File: src/hdl/detection_track_confirm_filter_core_macros.svh
`ifndef DETECTION_TRACK_CONFIRM_FILTER_CORE_MACROS_SVH
`define DETECTION_TRACK_CONFIRM_FILTER_CORE_MACROS_SVH

// same-cycle implication, disabled while reset is held
`define DTCF_ASSERT_NOW(label, clk_sig, rstn_sig, ante, cons) \
    label: assert property (@(posedge clk_sig) disable iff (!rstn_sig) \
        (ante) |-> (cons)) else $error("dtcf assertion failed");

// next-cycle implication, disabled while reset is held
`define DTCF_ASSERT_NEXT(label, clk_sig, rstn_sig, ante, cons) \
    label: assert property (@(posedge clk_sig) disable iff (!rstn_sig) \
        (ante) |=> (cons)) else $error("dtcf assertion failed");

`endif

File: src/hdl/dtcf_pkg.sv
package dtcf_pkg;

    localparam int APB_ADDR_W = 4;
    localparam int APB_DATA_W = 32;

    localparam logic [1:0] REG_REQUIRED_HITS = 2'd0;
    localparam logic [1:0] REG_MATCH_RADIUS  = 2'd1;
    localparam logic [1:0] REG_MAX_AGE_MS    = 2'd2;

    localparam logic [3:0]  RESET_REQUIRED_HITS = 4'd2;
    localparam logic [15:0] RESET_MATCH_RADIUS  = 16'd2240;
    localparam logic [15:0] RESET_MAX_AGE_MS    = 16'd200;

    localparam logic KIND_CANDIDATE    = 1'b0;
    localparam logic KIND_END_OF_FRAME = 1'b1;

    typedef enum logic [1:0] {
        ST_IDLE,
        ST_SCAN,
        ST_FINISH
    } state_t;

endpackage

File: src/hdl/detection_track_confirm_filter_core.sv
// Channel      Handshake                 Payload
// ----------   -----------------------   ---------------------------------------------
// input        start & !busy             kind, frame_time_ms, class_id, box_x, box_y
// result       result_valid (1 cycle)    publish, hit_count, matched, match_slot,
//                                        table_full
// config       psel & penable & pwrite   paddr, pwdata (prdata on reads, pready = 1)
//
// A candidate holds busy from its accepting edge until its result, scanning the N previous-frame
// tracks (N is zero for a stale or empty bank or in pass-through): one read per cycle, two
// compare stages, a check that the scan has drained, then the write-back (FINISH) state.
// End of frame is handled without leaving idle; busy stays low.
// Reset is asynchronous, active low, and empties both track banks by count.
// The receiver cannot stall: result_valid is high for exactly one cycle per result.
`include "detection_track_confirm_filter_core_macros.svh"

module detection_track_confirm_filter_core #(
    parameter int MAX_TRACKS = 32,
    parameter int CLASS_BITS = 8
) (
    input  logic                              clk,
    input  logic                              rst_n,
    input  logic                              start,
    output logic                              busy,
    input  logic                              kind,
    input  logic [31:0]                       frame_time_ms,
    input  logic [7:0]                        class_id,
    input  logic [15:0]                       box_x,
    input  logic [15:0]                       box_y,
    output logic                              result_valid,
    output logic                              publish,
    output logic [3:0]                        hit_count,
    output logic                              matched,
    output logic [4:0]                        match_slot,
    output logic                              table_full,
    input  logic                              psel,
    input  logic                              penable,
    input  logic                              pwrite,
    input  logic [dtcf_pkg::APB_ADDR_W-1:0]   paddr,
    input  logic [dtcf_pkg::APB_DATA_W-1:0]   pwdata,
    output logic [dtcf_pkg::APB_DATA_W-1:0]   prdata,
    output logic                              pready
);
    import dtcf_pkg::*;

    localparam int IDX_W  = (MAX_TRACKS > 1) ? $clog2(MAX_TRACKS) : 1;
    localparam int CNT_W  = $clog2(MAX_TRACKS + 1);
    localparam int CLS_W  = (CLASS_BITS < 8) ? CLASS_BITS : 8;
    localparam int ENT_W  = CLS_W + 36;
    localparam int MEM_D  = 2 << IDX_W;
    localparam logic [CNT_W-1:0] MAX_CNT = CNT_W'(MAX_TRACKS);

    // configuration
    logic [3:0]  required_hits_reg;
    logic [15:0] match_radius_reg;
    logic [15:0] max_age_ms_reg;
    logic        cfg_wr;

    // bank state
    logic             bank_reg;
    logic [CNT_W-1:0] old_count_reg;
    logic [CNT_W-1:0] new_count_reg;
    logic [31:0]      old_time_reg;

    // candidate
    logic [CLS_W-1:0] cls_reg;
    logic [15:0]      cx_reg;
    logic [15:0]      cy_reg;
    logic             filt_reg;

    // scan
    state_t           state_reg;
    state_t           state_next;
    logic [CNT_W-1:0] scan_len_reg;
    logic [CNT_W-1:0] rd_idx_reg;
    logic             issue;
    logic             accept;
    logic             scan_done;

    logic             p1_valid_reg;
    logic [IDX_W-1:0] p1_idx_reg;
    logic [ENT_W-1:0] rd_data_reg;

    logic             p2_valid_reg;
    logic             p2_cls_ok_reg;
    logic [31:0]      dx2_reg;
    logic [31:0]      dy2_reg;
    logic [3:0]       p2_hits_reg;
    logic [IDX_W-1:0] p2_idx_reg;

    logic [32:0]      best_d_reg;
    logic [3:0]       best_hits_reg;
    logic [IDX_W-1:0] best_idx_reg;
    logic             match_reg;

    // memory
    logic [ENT_W-1:0] mem [MEM_D];
    logic [IDX_W:0]   rd_addr;
    logic [IDX_W:0]   wr_addr;
    logic [ENT_W-1:0] wr_data;
    logic             wr_en;

    // datapath
    logic [31:0]      age;
    logic             age_ok;
    logic [31:0]      rad_sq;
    logic [CLS_W-1:0] m_cls;
    logic [15:0]      m_cx;
    logic [15:0]      m_cy;
    logic [15:0]      dx;
    logic [15:0]      dy;
    logic [32:0]      d_sq;
    logic             better;
    logic [4:0]       hits_inc;
    logic [3:0]       fin_hits;
    logic             fin_full;
    logic             fin_pub;
    logic [31:0]      idx_ext;

    // ---------------- configuration port ----------------
    assign pready = 1'b1;
    assign cfg_wr = psel & penable & pwrite & pready;

    always_ff @(posedge clk or negedge rst_n)
    begin
        if (!rst_n)
        begin
            required_hits_reg <= RESET_REQUIRED_HITS;
            match_radius_reg  <= RESET_MATCH_RADIUS;
            max_age_ms_reg    <= RESET_MAX_AGE_MS;
        end
        else if (cfg_wr)
        begin
            unique case (paddr[3:2])
                REG_REQUIRED_HITS: required_hits_reg <= pwdata[3:0];
                REG_MATCH_RADIUS:  match_radius_reg  <= pwdata[15:0];
                REG_MAX_AGE_MS:    max_age_ms_reg    <= pwdata[15:0];
                default:           ;
            endcase
        end
    end

    always_comb
    begin
        unique case (paddr[3:2])
            REG_REQUIRED_HITS: prdata = {28'd0, required_hits_reg};
            REG_MATCH_RADIUS:  prdata = {16'd0, match_radius_reg};
            REG_MAX_AGE_MS:    prdata = {16'd0, max_age_ms_reg};
            default:           prdata = '0;
        endcase
    end

    // ---------------- control ----------------
    assign accept    = start & ~busy;
    assign scan_done = ~issue & ~p1_valid_reg & ~p2_valid_reg;

    always_comb
    begin
        state_next = state_reg;
        unique case (state_reg)
            ST_IDLE:
            begin
                if (accept && kind == KIND_CANDIDATE)
                begin
                    state_next = ST_SCAN;
                end
            end
            ST_SCAN:
            begin
                if (scan_done)
                begin
                    state_next = ST_FINISH;
                end
            end
            ST_FINISH:
            begin
                state_next = ST_IDLE;
            end
            default:
            begin
                state_next = ST_IDLE;
            end
        endcase
    end

    always_comb
    begin
        busy  = 1'b1;
        issue = 1'b0;
        wr_en = 1'b0;
        unique case (state_reg)
            ST_IDLE:   busy  = 1'b0;
            ST_SCAN:   issue = (rd_idx_reg < scan_len_reg);
            ST_FINISH: wr_en = filt_reg & ~fin_full;
            default:   busy  = 1'b1;
        endcase
    end

    assign age    = frame_time_ms - old_time_reg;
    assign age_ok = (age <= {16'd0, max_age_ms_reg});
    assign rad_sq = {16'd0, match_radius_reg} * {16'd0, match_radius_reg};

    always_ff @(posedge clk or negedge rst_n)
    begin
        if (!rst_n)
        begin
            state_reg     <= ST_IDLE;
            bank_reg      <= 1'b0;
            old_count_reg <= '0;
            new_count_reg <= '0;
            old_time_reg  <= '0;
            rd_idx_reg    <= '0;
            scan_len_reg  <= '0;
            p1_valid_reg  <= 1'b0;
            p2_valid_reg  <= 1'b0;
            result_valid  <= 1'b0;
        end
        else
        begin
            state_reg    <= state_next;
            p1_valid_reg <= issue;
            p2_valid_reg <= p1_valid_reg;
            result_valid <= (state_reg == ST_FINISH);
            if (issue)
            begin
                rd_idx_reg <= rd_idx_reg + 1'b1;
            end
            if (accept)
            begin
                if (kind == KIND_END_OF_FRAME)
                begin
                    // swap banks only while filtering
                    if (required_hits_reg > 4'd1)
                    begin
                        bank_reg      <= ~bank_reg;
                        old_count_reg <= new_count_reg;
                        old_time_reg  <= frame_time_ms;
                    end
                    new_count_reg <= '0;
                end
                else
                begin
                    rd_idx_reg   <= '0;
                    scan_len_reg <= (required_hits_reg > 4'd1 && age_ok) ? old_count_reg : '0;
                end
            end
            if (wr_en)
            begin
                new_count_reg <= new_count_reg + 1'b1;
            end
        end
    end

    // ---------------- track memory ----------------
    assign rd_addr = {bank_reg, rd_idx_reg[IDX_W-1:0]};
    assign wr_addr = {~bank_reg, new_count_reg[IDX_W-1:0]};
    assign wr_data = {cls_reg, cx_reg, cy_reg, fin_hits};

    always_ff @(posedge clk)
    begin
        if (wr_en)
        begin
            mem[wr_addr] <= wr_data;
        end
        if (issue)
        begin
            rd_data_reg <= mem[rd_addr];
        end
    end

    // ---------------- compare pipeline ----------------
    assign m_cls = rd_data_reg[ENT_W-1 -: CLS_W];
    assign m_cx  = rd_data_reg[35:20];
    assign m_cy  = rd_data_reg[19:4];
    assign dx    = (cx_reg >= m_cx) ? (cx_reg - m_cx) : (m_cx - cx_reg);
    assign dy    = (cy_reg >= m_cy) ? (cy_reg - m_cy) : (m_cy - cy_reg);
    assign d_sq  = {1'b0, dx2_reg} + {1'b0, dy2_reg};
    assign better = p2_valid_reg & p2_cls_ok_reg & (d_sq <= best_d_reg);

    always_ff @(posedge clk)
    begin
        if (accept && kind == KIND_CANDIDATE)
        begin
            cls_reg    <= class_id[CLS_W-1:0];
            cx_reg     <= box_x;
            cy_reg     <= box_y;
            filt_reg   <= (required_hits_reg > 4'd1);
            best_d_reg <= {1'b0, rad_sq};
            match_reg  <= 1'b0;
        end
        else if (better)
        begin
            // later entry wins on a tie
            best_d_reg    <= d_sq;
            best_hits_reg <= p2_hits_reg;
            best_idx_reg  <= p2_idx_reg;
            match_reg     <= 1'b1;
        end
        p1_idx_reg    <= rd_idx_reg[IDX_W-1:0];
        p2_idx_reg    <= p1_idx_reg;
        p2_cls_ok_reg <= (m_cls == cls_reg);
        p2_hits_reg   <= rd_data_reg[3:0];
        dx2_reg       <= {16'd0, dx} * {16'd0, dx};
        dy2_reg       <= {16'd0, dy} * {16'd0, dy};
    end

    // ---------------- result ----------------
    assign hits_inc = {1'b0, best_hits_reg} + 5'd1;
    assign fin_full = filt_reg & (new_count_reg >= MAX_CNT);
    assign idx_ext  = 32'(best_idx_reg);

    always_comb
    begin
        fin_hits = 4'd1;
        if (filt_reg && match_reg)
        begin
            fin_hits = (hits_inc < {1'b0, required_hits_reg}) ? hits_inc[3:0]
                                                               : required_hits_reg;
        end
        fin_pub = ~filt_reg | (fin_hits >= required_hits_reg);
    end

    always_ff @(posedge clk)
    begin
        if (state_reg == ST_FINISH)
        begin
            publish    <= fin_pub;
            hit_count  <= fin_hits;
            matched    <= filt_reg & match_reg;
            match_slot <= (filt_reg && match_reg) ? idx_ext[4:0] : 5'd0;
            table_full <= fin_full;
        end
    end

    // ---------------- assertions ----------------
    `DTCF_ASSERT_NEXT(a_finish_strobe, clk, rst_n, state_reg == ST_FINISH, result_valid)
    `DTCF_ASSERT_NOW(a_nomatch_hits, clk, rst_n, result_valid && !matched,
        hit_count == 4'd1 && match_slot == 5'd0)
    `DTCF_ASSERT_NEXT(a_cand_busy, clk, rst_n, accept && kind == KIND_CANDIDATE, busy)
    `DTCF_ASSERT_NOW(a_count_bound, clk, rst_n, 1'b1,
        new_count_reg <= MAX_CNT && old_count_reg <= MAX_CNT)

endmodule
File: config.mk
export PLATFORM = sky130hd
export DESIGN_NAME = detection_track_confirm_filter_core
export DESIGN_NICKNAME = d
export VERILOG_FILES = /design/src/hdl/dtcf_pkg.sv /design/src/hdl/detection_track_confirm_filter_core.sv
export VERILOG_INCLUDE_DIRS = /design/src /design/src/hdl
export SDC_FILE = /design/constraint.sdc
export NUM_CORES = 2
export LEC_CHECK = 0
export ABC_AREA = 1
export BUFFER_PORTS_ARGS = -buffer_cell sky130_fd_sc_hd__buf_2
export CAP_MARGIN = 15
export CORE_MARGIN = 2
export CORE_UTILIZATION = 48
export DETAILED_ROUTE_END_ITERATION = 7
export HOLD_SLACK_MARGIN = 0.1
export PLACE_DENSITY = 0.65
export SLEW_MARGIN = 20
export SYNTH_ARGS = -nofsm -noshare
export SYNTH_HDL_FRONTEND = slang
export SYNTH_SLANG_ARGS = --single-unit
export TNS_END_PERCENT = 1
File: constraint.sdc
create_clock -name clk -period 7.4 [get_ports clk]
set_input_delay 1.11 -clock clk [delete_from_list [all_inputs] [get_ports clk]]
set_output_delay 1.11 -clock clk [all_outputs]
set_load 0.02 [all_outputs]
==> flow_summary.ini <==
[logic_synthesis]
number_of_enable_flip_flop_cells_after_synthesis = 2954
synthMuxAreaShare = 0.0000743
synth-compound-area-share = 0.117
synth-warning-count = 0
yosys.area_share.xor_xnor = 0.0102
share_of_flip_flops_with_an_asynchronous_set_or_reset_after_synthesis = 0.0313
seq_area_frac_synth = 0.612
number_of_flip_flops_and_latches_in_the_synthesized_netlist = 3131
synth_simple_gate_area_share = 0.104
avg_inst_size_synth_um2 = 11.2
adder_and_majority_gate_portion_of_the_synthesized_area = 0.106
synth_cells = 13500
syn_area_um2 = 152000
yosysUniqueCellTypes = 63
combinational_family_with_the_most_area_after_synthesis = compound AO/OA/AOI/OAI gates
synth-main-ff-cell = sky130_fd_sc_hd__edfxtp_1

[drt]
drt_pass1_iterations = 8
antenna_left = 0
wirelength_um = 462000
routed_wire_length_per_instance_um = 25.3
ratio_of_routed_vias_to_standard_cells = 5.85
dr.first_iter.drc_count = 13800
routed-via-count = 107000
drc_markers = 0

[floorplanning]
die-width_um = 566
num_io_pins = 162
initial_utilization = 0.482
die-area_um2 = 320000
core_um2 = 315000
std_cell_rows = 206
die_h_um = 566

[critical_path]
setup.worst_path.end_class = flop
critPathKind = reg2reg
critical_path_required_ns = 8.19
critPathSlowestCell = sky130_fd_sc_hd__fa_1
most_common_cell_on_crit_path = sky130_fd_sc_hd__fa_1
worst-endpoint-arrival_ns = 8.08
delay_of_the_slowest_cell_on_the_worst_path_ns = 0.57
category_of_the_worst_setup_path_launch_point = flop
critPathMaxFanout = 5

[place]
detailed_place_hpwl_um = 274000
place.port_buffers = 126
place.gp.congestion = 0.964

[clock_network]
cts_sinks = 3131
cts_buf_count = 332
hold_fix_buffers_cts = 0
maximum_buffer_depth_of_the_clock_tree = 4
tritoncts = done
root_buffer = sky130_fd_sc_hd__clkbuf_16
path_clk_slew_ns = 0.06
clock_insertion_delay_worst_skew_ns = 0.97
number_of_h_tree_levels = 5

[run_status]
run_status = finished, final reports clean

[timing]
finalCritPeriodShare = 0.985
finalWorstPathRequiredPeriod_ns = 7.29
timing.final.max_slew_violations = 0
final.setup_skew_ns = 0.0803
max_freq_mhz = 137
max_slew_margin = 0.205
final-hold-violation-count = 0
setup_total_negative_slack_ns = 0
number_of_endpoints_failing_setup_at_the_final_stage = 0
tightestPinTransition_ns = 1.19
grt_setup_unrepaired = true

[grt]
grt_antenna_before_repair = 30
grt_start_max_net_pins = 206
grtUsageTotal = 0.281
grt_pass1_vias = 100000
grt_first_pass_wirelength_um = 670000
grt_overflow = 0

[cells_and_area]
largest_register_ffs = 2816
final_layout_fill_cell_count = 26400
drive_above_1_share = 0.105
area_growth_syn_to_layout_pct = 13.0
layout.nets = 14900

[min_path]
holdCritPathClass = in2async

[run]
max_cap_violations = 0
layout make-up:
class / count / area (um2) / share of cell area
Antenna cell: 17 / 42.5 / 0.000248
Clock buffer: 402 / 8680 / 0.0507
Clock inverter: 199 / 1760 / 0.0103
Inverter: 1291 / 4950 / 0.0289
Multi-Input combinational cell: 8400 / 52400 / 0.306
Sequential cell: 3131 / 92800 / 0.541
Tap cell: 4160 / 5200 / 0.0304
Timing Repair Buffer: 675 / 5580 / 0.0326
Timing Repair inverter: 1 / 7.51 / 0.0000438
what timing repair did:
action                     in CTS  in global routing
buffers inserted                5                 23
pin swaps                       3                 57
setup endpoints to repair      12                 38
resized for setup              13                219
gates cloned                    0                  1
Yosys cell counts, types with 5 or more instances:
cell type                  instances  area [um2]
sky130_fd_sc_hd__o21ai_2           7        61.3
sky130_fd_sc_hd__nand2_1        1390        5220
sky130_fd_sc_hd__dfstp_2           7         184
sky130_fd_sc_hd__o21ai_0        1852        9270
sky130_fd_sc_hd__a21boi_0          6        45.0
sky130_fd_sc_hd__a21o_1           23         173
sky130_fd_sc_hd__xor2_1          126        1100
sky130_fd_sc_hd__buf_1            13        48.8
sky130_fd_sc_hd__nor3_1           37         185
sky130_fd_sc_hd__and2_1           15        93.8
sky130_fd_sc_hd__ha_1            487        6090
sky130_fd_sc_hd__nor2_2           14        87.6
sky130_fd_sc_hd__inv_2            32         120
sky130_fd_sc_hd__inv_1          1252        4700
sky130_fd_sc_hd__buf_2           160         801
sky130_fd_sc_hd__o22ai_1         837        5240
sky130_fd_sc_hd__dfxtp_1          79        1580
sky130_fd_sc_hd__a21oi_1         283        1420
sky130_fd_sc_hd__o221ai_1         20         175
sky130_fd_sc_hd__o21bai_1         28         210
sky130_fd_sc_hd__nand3b_1         12        90.1
sky130_fd_sc_hd__clkbuf_1        513        1930
sky130_fd_sc_hd__o211ai_1         18         135
sky130_fd_sc_hd__xnor2_1          50         438
sky130_fd_sc_hd__a31oi_1          13        81.3
sky130_fd_sc_hd__nor2_1         2206        8280
sky130_fd_sc_hd__dfrtp_1          91        2280
sky130_fd_sc_hd__nand2_2          21         131
sky130_fd_sc_hd__o21ai_1         111         556
sky130_fd_sc_hd__or2_2            10        62.6
sky130_fd_sc_hd__nand3_1         227        1140
sky130_fd_sc_hd__edfxtp_1       2954       88700
sky130_fd_sc_hd__fa_1            495        9910
sky130_fd_sc_hd__a211oi_1          5        37.5
sky130_fd_sc_hd__nor4_1            6        37.5
sky130_fd_sc_hd__buf_4            26         195
sky130_fd_sc_hd__or2_1             5        31.3
sky130_fd_sc_hd__nand4_1          27         169
sky130_fd_sc_hd__buf_6             9         101
sky130_fd_sc_hd__clkinv_1          5        18.8
sky130_fd_sc_hd__o21a_1           11        82.6
per-layer routing:
metal	GRT usage	routed length [um]	share of wire	vias up
li1	-	-	-	47700
met1	0.392	183000	0.40	52700
met2	0.441	210000	0.46	5647
met3	0.0492	48300	0.10	955
met4	0.110	19700	0.043	10
met5	0	61	0.00013	-
worst paths after layout:
path                       slack (ns)         endpoint  cells past startpoint           from
max                              0.11      dy2_reg[28]                     39      cy_reg[0]
min                              0.13  old_time_reg[0]                      1          rst_n
max reg2reg                      0.11      dy2_reg[28]                     39      cy_reg[0]
min reg2reg                      0.30    p2_idx_reg[4]                      0  p1_idx_reg[4]
max in group asynchronous        5.85    rd_idx_reg[4]                      2          rst_n
min in group clk                 0.30    p2_idx_reg[4]                      0  p1_idx_reg[4]
kinds of logic after synthesis:
kind of cell / count (synthesis)
simple gates: 3987
compound gates: 3237
flops: 3131
buf+inv: 2012
fa+ha+maj: 982
xor+xnor: 176
other cells: 2
mux: 1
stage by stage:
step                hold slack (ns)  setup WS (ns)  utilization  area, um2  std cells
floorplan                     0.310        -0.0314            -     152000      13500
global placement              0.312        -0.0959        0.507     160000      17600
detailed placement            0.312         -0.114        0.508     160000      17600
CTS                           0.113        -0.0130        0.541     170000      18200
global route                  0.192         -0.194        0.544     171000      18300
finish                        0.135          0.111        0.544     171000      18300
critical path, delay by kind of cell, from the launching register on:
family	cells	cell delay, ns
AOI/OAI and AO/OA	6	0.89
xor gates and xnor gates	1	0.19
adders and majority gates	9	3.56
buffers and inverters	16	1.50
DFF	1	0.41
and+or+nand+nor	7	0.57
cells in the final DEF, fill, tap and decap left out, types with 18 or more instances in the layout:
cell type                   Yosys  final
sky130_fd_sc_hd__clkinv_1       5     84
sky130_fd_sc_hd__o21bai_1      28     26
sky130_fd_sc_hd__nor2_2        14     29
sky130_fd_sc_hd__edfxtp_1    2954   2954
sky130_fd_sc_hd__ha_1         487    463
sky130_fd_sc_hd__fa_1         495    492
sky130_fd_sc_hd__nand2_1     1390   1357
sky130_fd_sc_hd__inv_2         32     30
sky130_fd_sc_hd__clkbuf_16      0    336
sky130_fd_sc_hd__a21oi_1      283    254
sky130_fd_sc_hd__nand4_1       27     27
sky130_fd_sc_hd__buf_12         0     60
sky130_fd_sc_hd__o21ai_1      111    116
sky130_fd_sc_hd__nor2_4         4     73
sky130_fd_sc_hd__nand3_1      227    222
sky130_fd_sc_hd__nor2_1      2206   2122
sky130_fd_sc_hd__clkinv_2       0     57
sky130_fd_sc_hd__inv_1       1252   1233
sky130_fd_sc_hd__buf_4         26    479
sky130_fd_sc_hd__o211ai_1      18     18
sky130_fd_sc_hd__o21ai_0     1852   1838
sky130_fd_sc_hd__o22ai_1      837    837
sky130_fd_sc_hd__dfxtp_1       79     79
sky130_fd_sc_hd__a21oi_2        3     32
sky130_fd_sc_hd__o221ai_1      20     20
sky130_fd_sc_hd__nor3_1        37     27
sky130_fd_sc_hd__xnor2_1       50     49
sky130_fd_sc_hd__dfrtp_1       91     85
sky130_fd_sc_hd__buf_2        160    125
sky130_fd_sc_hd__nand2_2       21     39
sky130_fd_sc_hd__xor2_1       126    126
sky130_fd_sc_hd__a21o_1        23     23
sky130_fd_sc_hd__clkbuf_1     513     62
Power is left out: the tool's default activity adds up to more than one toggle a clock period on the data nets, which glitch-free logic cannot reach.
